[src/rtl/core/biq_pkg.sv]
// Shared types, constants and helper functions for the biquad cascade filter.
package biq_pkg;

	// Cascade size and number formats.
	localparam int SECTIONS    = 2;
	localparam int COEF_BITS   = 24;
	localparam int FRAC_BITS   = 20;
	localparam int SAMPLE_W    = 32;
	localparam int DATA_W      = 56;
	localparam int ACC_W       = DATA_W + 2;
	localparam int Q_W         = DATA_W - FRAC_BITS;
	localparam int SEC_W       = (SECTIONS > 1) ? $clog2(SECTIONS) : 1;
	localparam int DELAY_DEPTH = 2 * SECTIONS;
	localparam int ADDR_W      = $clog2(DELAY_DEPTH);
	localparam int TERMS       = 5;

	// Shared multiplier: coefficient magnitude times one 32-bit slice of the data magnitude.
	localparam int MUL_B_W  = 32;
	localparam int PROD_W   = COEF_BITS + MUL_B_W;
	localparam int HI_W     = COEF_BITS + DATA_W - MUL_B_W;
	localparam int HI_SHIFT = MUL_B_W - FRAC_BITS;
	localparam int HI_KEEP  = DATA_W - 1 - HI_SHIFT;

	// Configuration port.
	localparam int CFG_IDX_W  = 3;
	localparam int CFG_DATA_W = 2 * COEF_BITS;

	// Register indexes.
	localparam logic [CFG_IDX_W-1:0] CFG_SEC0_B0_B1 = 3'd0;
	localparam logic [CFG_IDX_W-1:0] CFG_SEC0_B2_A1 = 3'd1;
	localparam logic [CFG_IDX_W-1:0] CFG_SEC0_A2    = 3'd2;
	localparam logic [CFG_IDX_W-1:0] CFG_SEC1_B0_B1 = 3'd3;
	localparam logic [CFG_IDX_W-1:0] CFG_SEC1_B2_A1 = 3'd4;
	localparam logic [CFG_IDX_W-1:0] CFG_SEC1_A2    = 3'd5;

	// Saturation limits and constants of the data path.
	localparam logic [DATA_W-1:0] D_MAX = {1'b0, {(DATA_W-1){1'b1}}};
	localparam logic [DATA_W-1:0] D_MIN = {1'b1, {(DATA_W-1){1'b0}}};
	localparam logic [DATA_W-1:0] RND_BIAS = DATA_W'((64'd1 << FRAC_BITS) - 64'd1);
	localparam logic [COEF_BITS-1:0] COEF_ONE = COEF_BITS'(64'd1 << FRAC_BITS);

	// Products of one section, in the order they are computed.
	typedef enum logic [2:0] {
		T_B0X,
		T_B1X,
		T_A1Y,
		T_B2X,
		T_A2Y
	} term_t;

	// Register layout within one section.
	typedef enum logic [1:0] {
		KIND_B0_B1,
		KIND_B2_A1,
		KIND_A2
	} cfg_kind_t;

	// Sequencer states.
	typedef enum logic [2:0] {
		S_IDLE,
		S_RD0,
		S_RD1,
		S_LOAD,
		S_WAIT,
		S_OUT
	} state_t;

	typedef struct packed {
		logic                  en;
		logic [CFG_IDX_W-1:0]  index;
		logic [CFG_DATA_W-1:0] data;
	} cfg_wr_t;

	typedef struct packed {
		logic             hit;
		logic [SEC_W-1:0] sec;
		cfg_kind_t        kind;
	} cfg_dec_t;

	typedef struct packed {
		logic                 start;
		logic [COEF_BITS-1:0] coef;
		logic [DATA_W-1:0]    value;
	} mul_req_t;

	typedef struct packed {
		logic              done;
		logic              neg;
		logic [DATA_W-1:0] mag;
		logic              sat;
	} mul_rsp_t;

	typedef struct packed {
		logic              rd_en;
		logic [ADDR_W-1:0] rd_addr;
		logic              wr_en;
		logic [ADDR_W-1:0] wr_addr;
		logic [DATA_W-1:0] wr_data;
	} mem_req_t;

	typedef struct packed {
		logic [DATA_W-1:0] val;
		logic              sat;
	} dsat_t;

	// Map a register index to its section and layout; indexes past the list miss.
	function automatic cfg_dec_t cfg_decode(input logic [CFG_IDX_W-1:0] idx);
		cfg_dec_t d;
		int       sec_n;
		d.hit  = 1'b1;
		d.kind = KIND_B0_B1;
		sec_n  = 0;
		case (idx)
			CFG_SEC0_B0_B1: begin
				sec_n  = 0;
				d.kind = KIND_B0_B1;
			end
			CFG_SEC0_B2_A1: begin
				sec_n  = 0;
				d.kind = KIND_B2_A1;
			end
			CFG_SEC0_A2: begin
				sec_n  = 0;
				d.kind = KIND_A2;
			end
			CFG_SEC1_B0_B1: begin
				sec_n  = 1;
				d.kind = KIND_B0_B1;
			end
			CFG_SEC1_B2_A1: begin
				sec_n  = 1;
				d.kind = KIND_B2_A1;
			end
			CFG_SEC1_A2: begin
				sec_n  = 1;
				d.kind = KIND_A2;
			end
			default: begin
				d.hit = 1'b0;
			end
		endcase
		if (sec_n >= SECTIONS) begin
			d.hit = 1'b0;
			sec_n = 0;
		end
		d.sec = SEC_W'(sec_n);
		return d;
	endfunction

	// Product that follows the given one within a section.
	function automatic term_t term_next(input term_t t);
		term_t n;
		case (t)
			T_B0X:   n = T_B1X;
			T_B1X:   n = T_A1Y;
			T_A1Y:   n = T_B2X;
			T_B2X:   n = T_A2Y;
			default: n = T_B0X;
		endcase
		return n;
	endfunction

	// Clip an accumulator value to the signed delay-state range.
	function automatic dsat_t sat_data(input logic [ACC_W-1:0] v);
		dsat_t r;
		r.sat = 1'b0;
		r.val = v[DATA_W-1:0];
		if (!v[ACC_W-1] && (|v[ACC_W-2:DATA_W-1])) begin
			r.sat = 1'b1;
			r.val = D_MAX;
		end else if (v[ACC_W-1] && !(&v[ACC_W-2:DATA_W-1])) begin
			r.sat = 1'b1;
			r.val = D_MIN;
		end
		return r;
	endfunction

endpackage

[src/rtl/core/biquad_cascade_iir_filter.sv]
// Top level of the biquad cascade filter: sequencer, accumulator and output register.
//
// Each request carries one signed 32-bit sample through SECTIONS second-order sections in
// transposed direct form II (a0 is one), with signed Q4.20 coefficients and 56-bit Q.20 delay
// state that saturates; the result is truncated toward zero and clipped to 32 bits, and the
// saturated flag reports any clipping along the way. Items are handled one at a time: the
// request is held off while the single 24 x 32 multiplier runs each of the five products of a
// section over two slices, one product after another, and while the two reads of a section's
// delay values come from the state memory. A finished result waits in the output register
// and does not hold up the next request. Coefficient registers are to be written by the user
// through the configuration port only while the filter is idle; the block itself does not
// enforce this. Writes to indexes past the list are ignored.
module biquad_cascade_iir_filter import biq_pkg::*; (
	input  logic                  clk,
	input  logic                  arst_n,
	input  logic                  in_valid,
	output logic                  in_stall,
	input  logic [SAMPLE_W-1:0]   sample_in,
	input  logic                  block_last,
	output logic                  out_valid,
	input  logic                  out_stall,
	output logic [SAMPLE_W-1:0]   sample_out,
	output logic                  block_last_out,
	output logic                  saturated,
	input  logic                  cfg_valid,
	output logic                  cfg_ready,
	input  logic [CFG_IDX_W-1:0]  cfg_index,
	input  logic [CFG_DATA_W-1:0] cfg_data
);

	state_t               state_q, state_d;
	logic [SEC_W-1:0]     sec_q;
	term_t                term_q;
	term_t                issue_term;
	logic [DATA_W-1:0]    x_q, y_q, d1_q;
	logic [ACC_W-1:0]     acc_q;
	logic                 sat_q;
	logic                 last_q;
	logic                 out_valid_q;
	logic [SAMPLE_W-1:0]  sample_out_q;
	logic                 block_last_out_q;
	logic                 saturated_q;

	cfg_wr_t              cfg_wr;
	mul_req_t             mul_req;
	mul_rsp_t             mul_rsp;
	mem_req_t             mem_req;
	logic [DATA_W-1:0]    mem_rd_data;
	logic [COEF_BITS-1:0] coef_rd;

	logic                 in_accept;
	logic                 out_load;
	logic                 last_sec;
	logic [ADDR_W-1:0]    addr_d0, addr_d1;
	logic                 sub_term;
	logic                 flip;
	logic [ACC_W-1:0]     addend;
	logic [ACC_W-1:0]     acc_sum;
	dsat_t                acc_sat;
	logic [DATA_W-1:0]    rnd;
	logic [Q_W-1:0]       q_int;
	logic                 q_hi, q_lo;
	logic [SAMPLE_W-1:0]  q_clip;

	// The configuration port is always ready; writes are to come only while idle, which the block does not enforce.
	assign cfg_ready    = 1'b1;
	assign cfg_wr.en    = cfg_valid;
	assign cfg_wr.index = cfg_index;
	assign cfg_wr.data  = cfg_data;

	biq_coef_regs u_coef (
		.clk     (clk),
		.arst_n  (arst_n),
		.cfg_wr  (cfg_wr),
		.rd_sec  (sec_q),
		.rd_term (issue_term),
		.rd_coef (coef_rd)
	);

	biq_mul u_mul (
		.clk    (clk),
		.arst_n (arst_n),
		.req    (mul_req),
		.rsp    (mul_rsp)
	);

	biq_delay_mem u_mem (
		.clk     (clk),
		.arst_n  (arst_n),
		.req     (mem_req),
		.rd_data (mem_rd_data)
	);

	// Handshake conditions.
	assign in_stall  = (state_q != S_IDLE);
	assign in_accept = in_valid && !in_stall;
	assign out_load  = (state_q == S_OUT) && (!out_valid_q || !out_stall);

	// Delay addresses of the current section and the product to start next.
	assign last_sec   = (sec_q == SEC_W'(SECTIONS - 1));
	assign addr_d0    = ADDR_W'({sec_q, 1'b0});
	assign addr_d1    = ADDR_W'({sec_q, 1'b1});
	assign issue_term = (state_q == S_WAIT) ? term_next(term_q) : T_B0X;

	// Feedback products are subtracted; the product sign comes in magnitude form.
	assign sub_term = (term_q == T_A1Y) || (term_q == T_A2Y);
	assign flip     = mul_rsp.neg ^ sub_term;
	assign addend   = ACC_W'(mul_rsp.mag);
	assign acc_sum  = acc_q + (flip ? ~addend : addend) + ACC_W'(flip);
	assign acc_sat  = sat_data(acc_sum);

	// Sequencer state register.
	always_ff @(posedge clk or negedge arst_n) begin
		if (!arst_n) begin
			state_q <= S_IDLE;
		end else begin
			state_q <= state_d;
		end
	end

	// Next state, memory accesses and multiplier starts.
	always_comb begin
		state_d         = state_q;
		mem_req.rd_en   = 1'b0;
		mem_req.rd_addr = addr_d0;
		mem_req.wr_en   = 1'b0;
		mem_req.wr_addr = addr_d0;
		mem_req.wr_data = acc_sat.val;
		mul_req.start   = 1'b0;
		// Multiplier operands: feedback terms take the section output.
		mul_req.coef    = coef_rd;
		mul_req.value   = ((issue_term == T_A1Y) || (issue_term == T_A2Y)) ? y_q : x_q;
		case (state_q)
			S_IDLE: begin
				if (in_valid) begin
					state_d = S_RD0;
				end
			end
			S_RD0: begin
				mem_req.rd_en = 1'b1;
				state_d       = S_RD1;
			end
			S_RD1: begin
				mem_req.rd_en   = 1'b1;
				mem_req.rd_addr = addr_d1;
				state_d         = S_LOAD;
			end
			S_LOAD: begin
				mul_req.start = 1'b1;
				state_d       = S_WAIT;
			end
			S_WAIT: begin
				if (mul_rsp.done) begin
					if (term_q == T_A1Y) begin
						mem_req.wr_en = 1'b1;
					end
					if (term_q == T_A2Y) begin
						mem_req.wr_en   = 1'b1;
						mem_req.wr_addr = addr_d1;
						state_d         = last_sec ? S_OUT : S_RD0;
					end else begin
						mul_req.start = 1'b1;
					end
				end
			end
			S_OUT: begin
				if (out_load) begin
					state_d = S_IDLE;
				end
			end
			default: begin
				state_d = S_IDLE;
			end
		endcase
	end

	// Section and product counters, and the per-item saturation flag.
	// Partial sums inside a delay update are not clipped, so only finished sums count.
	always_ff @(posedge clk or negedge arst_n) begin
		if (!arst_n) begin
			sec_q  <= '0;
			term_q <= T_B0X;
			sat_q  <= 1'b0;
		end else begin
			if (in_accept) begin
				sec_q <= '0;
				sat_q <= 1'b0;
			end else if (state_q == S_WAIT && mul_rsp.done) begin
				sat_q <= sat_q | mul_rsp.sat
					| (acc_sat.sat && (term_q != T_B1X) && (term_q != T_B2X));
				if (term_q == T_A2Y && !last_sec) begin
					sec_q <= sec_q + 1'b1;
				end
			end
			if (mul_req.start) begin
				term_q <= issue_term;
			end
		end
	end

	// Sample, section output and accumulator.
	always_ff @(posedge clk) begin
		if (in_accept) begin
			x_q    <= {{(DATA_W-SAMPLE_W-FRAC_BITS){sample_in[SAMPLE_W-1]}}, sample_in,
				{FRAC_BITS{1'b0}}};
			last_q <= block_last;
		end
		case (state_q)
			S_RD1: begin
				acc_q <= {{(ACC_W-DATA_W){mem_rd_data[DATA_W-1]}}, mem_rd_data};
			end
			S_LOAD: begin
				d1_q <= mem_rd_data;
			end
			S_WAIT: begin
				if (mul_rsp.done) begin
					case (term_q)
						T_B0X: begin
							y_q   <= acc_sat.val;
							acc_q <= {{(ACC_W-DATA_W){d1_q[DATA_W-1]}}, d1_q};
						end
						T_A1Y: begin
							acc_q <= '0;
						end
						T_A2Y: begin
							x_q <= y_q;
						end
						default: begin
							acc_q <= acc_sum;
						end
					endcase
				end
			end
			default: begin
			end
		endcase
	end

	// Final output: truncate toward zero, then clip to the sample range.
	assign rnd    = x_q + (x_q[DATA_W-1] ? RND_BIAS : '0);
	assign q_int  = rnd[DATA_W-1:FRAC_BITS];
	assign q_hi   = !q_int[Q_W-1] && (|q_int[Q_W-2:SAMPLE_W-1]);
	assign q_lo   = q_int[Q_W-1] && !(&q_int[Q_W-2:SAMPLE_W-1]);
	assign q_clip = q_hi ? {1'b0, {(SAMPLE_W-1){1'b1}}} :
		q_lo ? {1'b1, {(SAMPLE_W-1){1'b0}}} : q_int[SAMPLE_W-1:0];

	// Output register.
	always_ff @(posedge clk or negedge arst_n) begin
		if (!arst_n) begin
			out_valid_q <= 1'b0;
		end else if (out_load) begin
			out_valid_q <= 1'b1;
		end else if (!out_stall) begin
			out_valid_q <= 1'b0;
		end
	end

	always_ff @(posedge clk) begin
		if (out_load) begin
			sample_out_q     <= q_clip;
			block_last_out_q <= last_q;
			saturated_q      <= sat_q | q_hi | q_lo;
		end
	end

	assign out_valid      = out_valid_q;
	assign sample_out     = sample_out_q;
	assign block_last_out = block_last_out_q;
	assign saturated      = saturated_q;

`ifndef NO_ASSERTIONS
	// The state memory never sees a read and a write in the same cycle.
	a_mem_one_access: assert property (@(posedge clk) disable iff (!arst_n)
		!(mem_req.rd_en && mem_req.wr_en))
		else $error("delay memory read and write collide");

	// Multiplier results arrive only while the sequencer waits for them.
	a_done_in_wait: assert property (@(posedge clk) disable iff (!arst_n)
		mul_rsp.done |-> (state_q == S_WAIT))
		else $error("multiplier result outside the wait state");

	// While waiting, a new product starts only as the previous one completes.
	a_start_on_done: assert property (@(posedge clk) disable iff (!arst_n)
		(mul_req.start && state_q == S_WAIT) |-> mul_rsp.done)
		else $error("multiplier started while busy");

	// An accepted request begins with the first delay read.
	a_accept_starts: assert property (@(posedge clk) disable iff (!arst_n)
		(in_valid && !in_stall) |=> (state_q == S_RD0))
		else $error("accepted request did not start the section sweep");
`endif

endmodule

[src/rtl/core/biq_coef_regs.sv]
// Coefficient register file with configuration decode and one read port.
module biq_coef_regs import biq_pkg::*; (
	input  logic                 clk,
	input  logic                 arst_n,
	input  cfg_wr_t              cfg_wr,
	input  logic [SEC_W-1:0]     rd_sec,
	input  term_t                rd_term,
	output logic [COEF_BITS-1:0] rd_coef
);

	logic [COEF_BITS-1:0] coef_q [SECTIONS][TERMS];
	cfg_dec_t             dec;

	assign dec = cfg_decode(cfg_wr.index);

	// Coefficients come up as a pass-through section: b0 is one, the rest zero.
	always_ff @(posedge clk or negedge arst_n) begin
		if (!arst_n) begin
			for (int s = 0; s < SECTIONS; s++) begin
				for (int t = 0; t < TERMS; t++) begin
					coef_q[s][t] <= (t == int'(T_B0X)) ? COEF_ONE : '0;
				end
			end
		end else if (cfg_wr.en && dec.hit) begin
			case (dec.kind)
				KIND_B0_B1: begin
					coef_q[dec.sec][T_B0X] <= cfg_wr.data[CFG_DATA_W-1:COEF_BITS];
					coef_q[dec.sec][T_B1X] <= cfg_wr.data[COEF_BITS-1:0];
				end
				KIND_B2_A1: begin
					coef_q[dec.sec][T_B2X] <= cfg_wr.data[CFG_DATA_W-1:COEF_BITS];
					coef_q[dec.sec][T_A1Y] <= cfg_wr.data[COEF_BITS-1:0];
				end
				KIND_A2: begin
					coef_q[dec.sec][T_A2Y] <= cfg_wr.data[COEF_BITS-1:0];
				end
				default: begin
				end
			endcase
		end
	end

	// Coefficient for the product the sequencer is about to start.
	assign rd_coef = coef_q[rd_sec][rd_term];

endmodule

[src/rtl/core/biq_mul.sv]
// Shared fractional multiplier: sign-magnitude product shifted by the fraction bits and clipped.
module biq_mul import biq_pkg::*; (
	input  logic     clk,
	input  logic     arst_n,
	input  mul_req_t req,
	output mul_rsp_t rsp
);

	logic                 hi_ph_q, lo_ph_q, cmb_ph_q, done_q;
	logic [COEF_BITS-1:0] a_q;
	logic [DATA_W-1:0]    b_q;
	logic                 neg_q;
	logic [HI_W-1:0]      hi_q;
	logic [PROD_W-1:0]    lo_q;
	logic [DATA_W-1:0]    mag_q;
	logic                 sat_q;

	logic [COEF_BITS-1:0] a_mag;
	logic [DATA_W-1:0]    b_mag;
	logic [MUL_B_W-1:0]   mul_b;
	logic [PROD_W-1:0]    prod;
	logic [DATA_W-1:0]    m_sum;
	logic [DATA_W-1:0]    limit;
	logic                 over;

	// Phase chain: operands latched, high slice, low slice, combine.
	always_ff @(posedge clk or negedge arst_n) begin
		if (!arst_n) begin
			hi_ph_q  <= 1'b0;
			lo_ph_q  <= 1'b0;
			cmb_ph_q <= 1'b0;
			done_q   <= 1'b0;
		end else begin
			hi_ph_q  <= req.start;
			lo_ph_q  <= hi_ph_q;
			cmb_ph_q <= lo_ph_q;
			done_q   <= cmb_ph_q;
		end
	end

	// Operand magnitudes and the sign of the product.
	assign a_mag = req.coef[COEF_BITS-1] ? (~req.coef + 1'b1) : req.coef;
	assign b_mag = req.value[DATA_W-1] ? (~req.value + 1'b1) : req.value;

	always_ff @(posedge clk) begin
		if (req.start) begin
			a_q   <= a_mag;
			b_q   <= b_mag;
			neg_q <= req.coef[COEF_BITS-1] ^ req.value[DATA_W-1];
		end
	end

	// One multiplier, used for the high slice and then the low slice.
	assign mul_b = hi_ph_q ? MUL_B_W'(b_q[DATA_W-1:MUL_B_W]) : b_q[MUL_B_W-1:0];
	assign prod  = a_q * mul_b;

	always_ff @(posedge clk) begin
		if (hi_ph_q) begin
			hi_q <= prod[HI_W-1:0];
		end
		if (lo_ph_q) begin
			lo_q <= prod;
		end
	end

	// Join the slices, drop the fraction bits and clip to the signed range.
	assign m_sum = {1'b0, hi_q[HI_KEEP-1:0], {HI_SHIFT{1'b0}}}
		+ DATA_W'(lo_q[PROD_W-1:FRAC_BITS]);
	assign limit = neg_q ? D_MIN : D_MAX;
	assign over  = (|hi_q[HI_W-1:HI_KEEP]) || (m_sum > limit);

	always_ff @(posedge clk) begin
		if (cmb_ph_q) begin
			mag_q <= over ? limit : m_sum;
			sat_q <= over;
		end
	end

	assign rsp.done = done_q;
	assign rsp.neg  = neg_q;
	assign rsp.mag  = mag_q;
	assign rsp.sat  = sat_q;

endmodule

[src/rtl/core/biq_delay_mem.sv]
// Delay-state memory: one write port, one registered read port, per-entry valid bits.
module biq_delay_mem import biq_pkg::*; (
	input  logic              clk,
	input  logic              arst_n,
	input  mem_req_t          req,
	output logic [DATA_W-1:0] rd_data
);

	logic [DATA_W-1:0] mem [DELAY_DEPTH];
	logic              valid_q [DELAY_DEPTH];
	logic [DATA_W-1:0] rd_data_q;

	// Entries not yet written since reset read as zero.
	always_ff @(posedge clk or negedge arst_n) begin
		if (!arst_n) begin
			for (int i = 0; i < DELAY_DEPTH; i++) begin
				valid_q[i] <= 1'b0;
			end
		end else if (req.wr_en) begin
			valid_q[req.wr_addr] <= 1'b1;
		end
	end

	// Storage write.
	always_ff @(posedge clk) begin
		if (req.wr_en) begin
			mem[req.wr_addr] <= req.wr_data;
		end
	end

	// Synchronous read into a registered output.
	always_ff @(posedge clk) begin
		if (req.rd_en) begin
			rd_data_q <= valid_q[req.rd_addr] ? mem[req.rd_addr] : '0;
		end
	end

	assign rd_data = rd_data_q;

endmodule

[config.mk]
export PLATFORM = sky130hd
export DESIGN_NAME = biquad_cascade_iir_filter
export DESIGN_NICKNAME = d
export VERILOG_FILES = /design/src/rtl/core/biq_pkg.sv /design/src/rtl/core/biquad_cascade_iir_filter.sv /design/src/rtl/core/biq_coef_regs.sv /design/src/rtl/core/biq_mul.sv /design/src/rtl/core/biq_delay_mem.sv
export SDC_FILE = /design/constraint.sdc
export NUM_CORES = 2
export LEC_CHECK = 0
export ABC_AREA = 1
export BUFFER_PORTS_ARGS = -buffer_cell sky130_fd_sc_hd__buf_2
export CAP_MARGIN = 20
export CORE_MARGIN = 1
export CORE_UTILIZATION = 50
export DETAILED_ROUTE_END_ITERATION = 7
export HOLD_SLACK_MARGIN = 0.08
export PLACE_DENSITY = 0.7
export SLEW_MARGIN = 20
export SYNTH_ARGS = -nofsm -noshare
export SYNTH_HDL_FRONTEND = slang
export SYNTH_SLANG_ARGS = --single-unit
[constraint.sdc]
create_clock -name clk -period 9.8 [get_ports clk]
set_input_delay 0.49 -clock clk [delete_from_list [all_inputs] [get_ports clk]]
set_output_delay 0.49 -clock clk [all_outputs]
set_load 0.05 [all_outputs]
==> impl_metrics.toml <==
[cells_and_area]
synthToLayoutAreaGrowth_pct = 9.037
post_route_cells_drive_above_1_share = 0.06690
layout.nets = 9908
fillerInstances = 13800
layout.core_utilization = 0.5504

[grt]
globalRouteOverflowTotal = 0
grt_pass1_vias = 61420
grt_antenna_before_repair = 9
grt_start_max_net_pins = 173
grt_first_pass_wirelength_um = 385500
globalRouteTotalUtil = 0.3286

[yosys]
synth_nets = 9870
postSynth.asyncResetShare = 0.2520
mappedNetlistArea_um2 = 76850
synth_area_leader_cell = "sky130_fd_sc_hd__edfxtp_1"
synth.avg_cell_area_um2 = 8.754
portion_of_synthesized_cell_area_occupied_by_the_leading_cell_type = 0.2762
synth_edf_count = 707
synth_flop_cell = "sky130_fd_sc_hd__edfxtp_1"
synth.yosys.warnings = 0
synth-seq-cells = 1020
synth_area_leaders = "sky130_fd_sc_hd__edfxtp_1 (28%), sky130_fd_sc_hd__fa_1 (17%), sky130_fd_sc_hd__nand2_1 (8.8%), sky130_fd_sc_hd__dfrtp_1 (8.3%), sky130_fd_sc_hd__inv_1 (6.9%)"
ys_types = 67
synth_sequential_area_ratio = 0.3746
syn_inst = 8779

[run]
drv.max_cap_violation_count = 0

[power]
power.sequential.fraction = 0.334
power_report.internal_total_w = 0.009758
irDropWorstVdd_v = 0.0002452
power.switching_w = 0.006959
swShare = 0.4163
power_density_nw_per_um2 = 199.5
clockPowerShare = 0.248
leakage_nw = 38.01
share_comb_of_total_power = 0.419

[placed_design]
routabilityCongestion = 0.9822
place_hpwl_um = 190400
place.port_buffers = 124

[clocking]
cts_tree = "built"
cts.reportedPaths.clkPinSlew_ns = 0.07
cts_root_buf = "sky130_fd_sc_hd__clkbuf_16"
ctsLongestPathBuffers = 3
cts_sinks = 1020
htree_levels = 3
tritoncts.num_buffers = 106
clkLatencyLatePin_ns = 0.83

[critical_path]
end_kind = "flop"
worst_setup_path_start_kind = "flop"
crit_arrival_ns = 9.83
cp_max_fo = 32
critPathKind = "reg -> reg"
required_ns = 10.27

[die]
design.core.area_um2 = 152300
die_h_um = 394.1
std_cell_rows = 143
die_x_um = 394.1
die_area_um2 = 155300
io_pins = 126
starting_utilization_of_the_core_area = 0.5047

[detailed_routing]
route.detailed.drc = 2
detail_route.wirelength_um = 256500
detail_route.first_pass.iterations = 8
vias = 62820
detail_route.vias_per_cell = 5.742
antenna_left = 0
drt_first_iter_violations = 7147
avg_wl_per_cell_um = 23.44

[timing]
final_hold_viol_count = 0
max-slew-margin-rel = 0.2244
grt_setup_unrepaired = "no"
final.setup.tns_ns = 0
period_minus_slack_ns = 9.362
post-route-period-util = 0.9553
max_slew.worst_pin.slew_ns = 1.156
setup_viol_count_final = 0
maximum_clock_skew_at_final_layout_ns = 0.1435
final-max-slew-violation-count = 0
max_clock_freq_mhz = 106.8

[status]
violations = "design-rule violations"
run_status = "finished, violations left"

[hold_path]
hold_crit_class = "in -> reg"
## power groups by stage
stage | registers (W) | clock network (W) | logic (W)
floorplan | 0.00556 | 0 | 0.00462
global placement | 0.00564 | 0 | 0.00678
detailed placement | 0.00565 | 0 | 0.00684
CTS | 0.00557 | 0.00418 | 0.00690
global route | 0.00561 | 0.00434 | 0.00764
finish | 0.00558 | 0.00414 | 0.00700
## repair_timing
item	in CTS	in global routing
buffers inserted	0	0
resized for setup	0	1
hold buffers	59	0
endpoints found under the hold margin	236	0
endpoints found under the setup margin	0	2
## placed cells by master (no fill, tap or decap), drive strengths merged, types with 3 or more instances in the layout
cell / n
dfrtp: 255
fa: 660
dlygate4sd3: 59
o31ai: 68
inv: 1434
o211ai: 75
bufinv: 6
nand4: 44
clkinvlp: 5
a211oi: 8
o21bai: 9
xnor2: 100
nand2: 1809
and2: 7
edfxtp: 707
ha: 342
a21boi: 3
clkbuf: 134
or2: 57
o21ai: 606
nor2: 1024
xor2: 168
nand3: 164
nor3: 70
nand3b: 5
buf: 254
o21a: 21
dfxtp: 56
a31oi: 72
nor4: 28
a21o: 27
a21oi: 334
clkinv: 73
a221oi: 3
o22ai: 195
o221ai: 6
## per-layer routing
layer / up-vias / share of wire / global-route usage
li1: 28190 / - / -
met1: 30870 / 0.43 / 0.4791
met2: 3262 / 0.43 / 0.4907
met3: 488 / 0.10 / 0.05952
met4: 10 / 0.039 / 0.1169
met5: - / 0.00027 / 0
## critical path: stages (launching register included)
cell	delay, ns
sky130_fd_sc_hd__dfrtp_2	0.56
sky130_fd_sc_hd__clkinvlp_4	0.57
sky130_fd_sc_hd__or2_2	0.49
sky130_fd_sc_hd__nand2_1	0.71
sky130_fd_sc_hd__inv_1	0.51
sky130_fd_sc_hd__nand2_1	0.21
sky130_fd_sc_hd__fa_1	0.43
sky130_fd_sc_hd__inv_1	0.09
sky130_fd_sc_hd__fa_1	0.44
sky130_fd_sc_hd__fa_1	0.52
sky130_fd_sc_hd__fa_1	0.56
sky130_fd_sc_hd__fa_1	0.45
sky130_fd_sc_hd__fa_1	0.49
sky130_fd_sc_hd__inv_1	0.05
sky130_fd_sc_hd__fa_1	0.56
sky130_fd_sc_hd__inv_1	0.07
sky130_fd_sc_hd__ha_1	0.37
sky130_fd_sc_hd__nand2_1	0.13
sky130_fd_sc_hd__nor2_1	0.13
sky130_fd_sc_hd__inv_1	0.06
sky130_fd_sc_hd__nor3_1	0.13
sky130_fd_sc_hd__inv_1	0.07
sky130_fd_sc_hd__o21ai_0	0.27
sky130_fd_sc_hd__a21oi_1	0.13
sky130_fd_sc_hd__o21ai_0	0.38
sky130_fd_sc_hd__nand2_1	0.09
sky130_fd_sc_hd__nand2_1	0.09
sky130_fd_sc_hd__xor2_1	0.48
## stage by stage
stage	power [W]	hold WS [ns]	setup WS [ns]	instances	instance area (um^2)
2_1_floorplan	0.01019	0.1944	1.645	8779	76850
3_3_place_gp	0.01243	0.4039	0.5923	10680	79550
3_5_place_dp	0.01249	0.4288	0.4983	10680	79560
4_1_cts	0.01665	0.08086	0.5107	10940	83730
5_1_grt	0.01759	0.1018	0.03546	10940	83790
6_report	0.01672	0.1162	0.4380	10940	83800
## kinds of logic (layout without fill, tap and decap cells)
family / Yosys count / after routing / synth area share
XOR/XNOR: 268 / 268 / 0.03054
AO/OA/AOI/OAI: 1437 / 1437 / 0.1068
multiplexers: 1 / 1 / 0.0001302
other: 1 / 3 / 0.00004879
adder cells (fa/ha/maj): 1002 / 1002 / 0.2276
flip-flops: 1020 / 1020 / 0.3746
AND/OR/NAND/NOR: 3215 / 3215 / 0.1684
buffers and inverters: 1835 / 1965 / 0.09194
## synth_stat cells (33+ instances only)
library cell,instances
sky130_fd_sc_hd__xor2_1,168
sky130_fd_sc_hd__o21ai_1,48
sky130_fd_sc_hd__o22ai_1,195
sky130_fd_sc_hd__edfxtp_1,707
sky130_fd_sc_hd__o21ai_0,540
sky130_fd_sc_hd__nand4_1,44
sky130_fd_sc_hd__dfxtp_1,56
sky130_fd_sc_hd__clkbuf_1,306
sky130_fd_sc_hd__a31oi_1,72
sky130_fd_sc_hd__xnor2_1,100
sky130_fd_sc_hd__nor2_1,1007
sky130_fd_sc_hd__a21oi_1,334
sky130_fd_sc_hd__dfrtp_1,255
sky130_fd_sc_hd__fa_1,660
sky130_fd_sc_hd__nand2_1,1795
sky130_fd_sc_hd__o31ai_1,67
sky130_fd_sc_hd__buf_2,33
sky130_fd_sc_hd__inv_1,1415
sky130_fd_sc_hd__nand3_1,163
sky130_fd_sc_hd__ha_1,342
sky130_fd_sc_hd__or2_2,56
sky130_fd_sc_hd__nor3_1,62
sky130_fd_sc_hd__o211ai_1,75
## final cells by class
type / instances / area [um^2] / share of cell area
multi-input cells: 5924 / 41160 / 0.4912
inverters: 1452 / 5460 / 0.06516
clock inverters: 66 / 689.4 / 0.008227
flip-flops and latches: 1020 / 28790 / 0.3436
repair buffers: 313 / 2262 / 0.02700
clock buffers: 134 / 2888 / 0.03446
diodes: 2 / 5.005 / 0.00005972
well taps: 2030 / 2540 / 0.03031
## final timing paths
check / start / endpoint / slack, ns / cells past startpoint
setup reg to reg: u_mul.hi_ph_q$_DFF_PN0_ / u_mul.hi_q[37]$_DFFE_PP_ / 0.44 / 27
max in group asynchronous: arst_n / u_mul.hi_ph_q$_DFF_PN0_ / 8.50 / 3
min in group asynchronous: arst_n / asynchronous set/reset pin / 0.19 / 2
hold / removal: cfg_data[44] / flop / 0.12 / 3
setup / recovery: u_mul.hi_ph_q$_DFF_PN0_ / u_mul.hi_q[37]$_DFFE_PP_ / 0.44 / 27
hold reg to reg: u_mem.rd_data[40]$_SDFFCE_PN0P_ / d1_q[40]$_DFFE_PP_ / 0.42 / 0
Note: power is estimated with default switching activity, not from simulation.
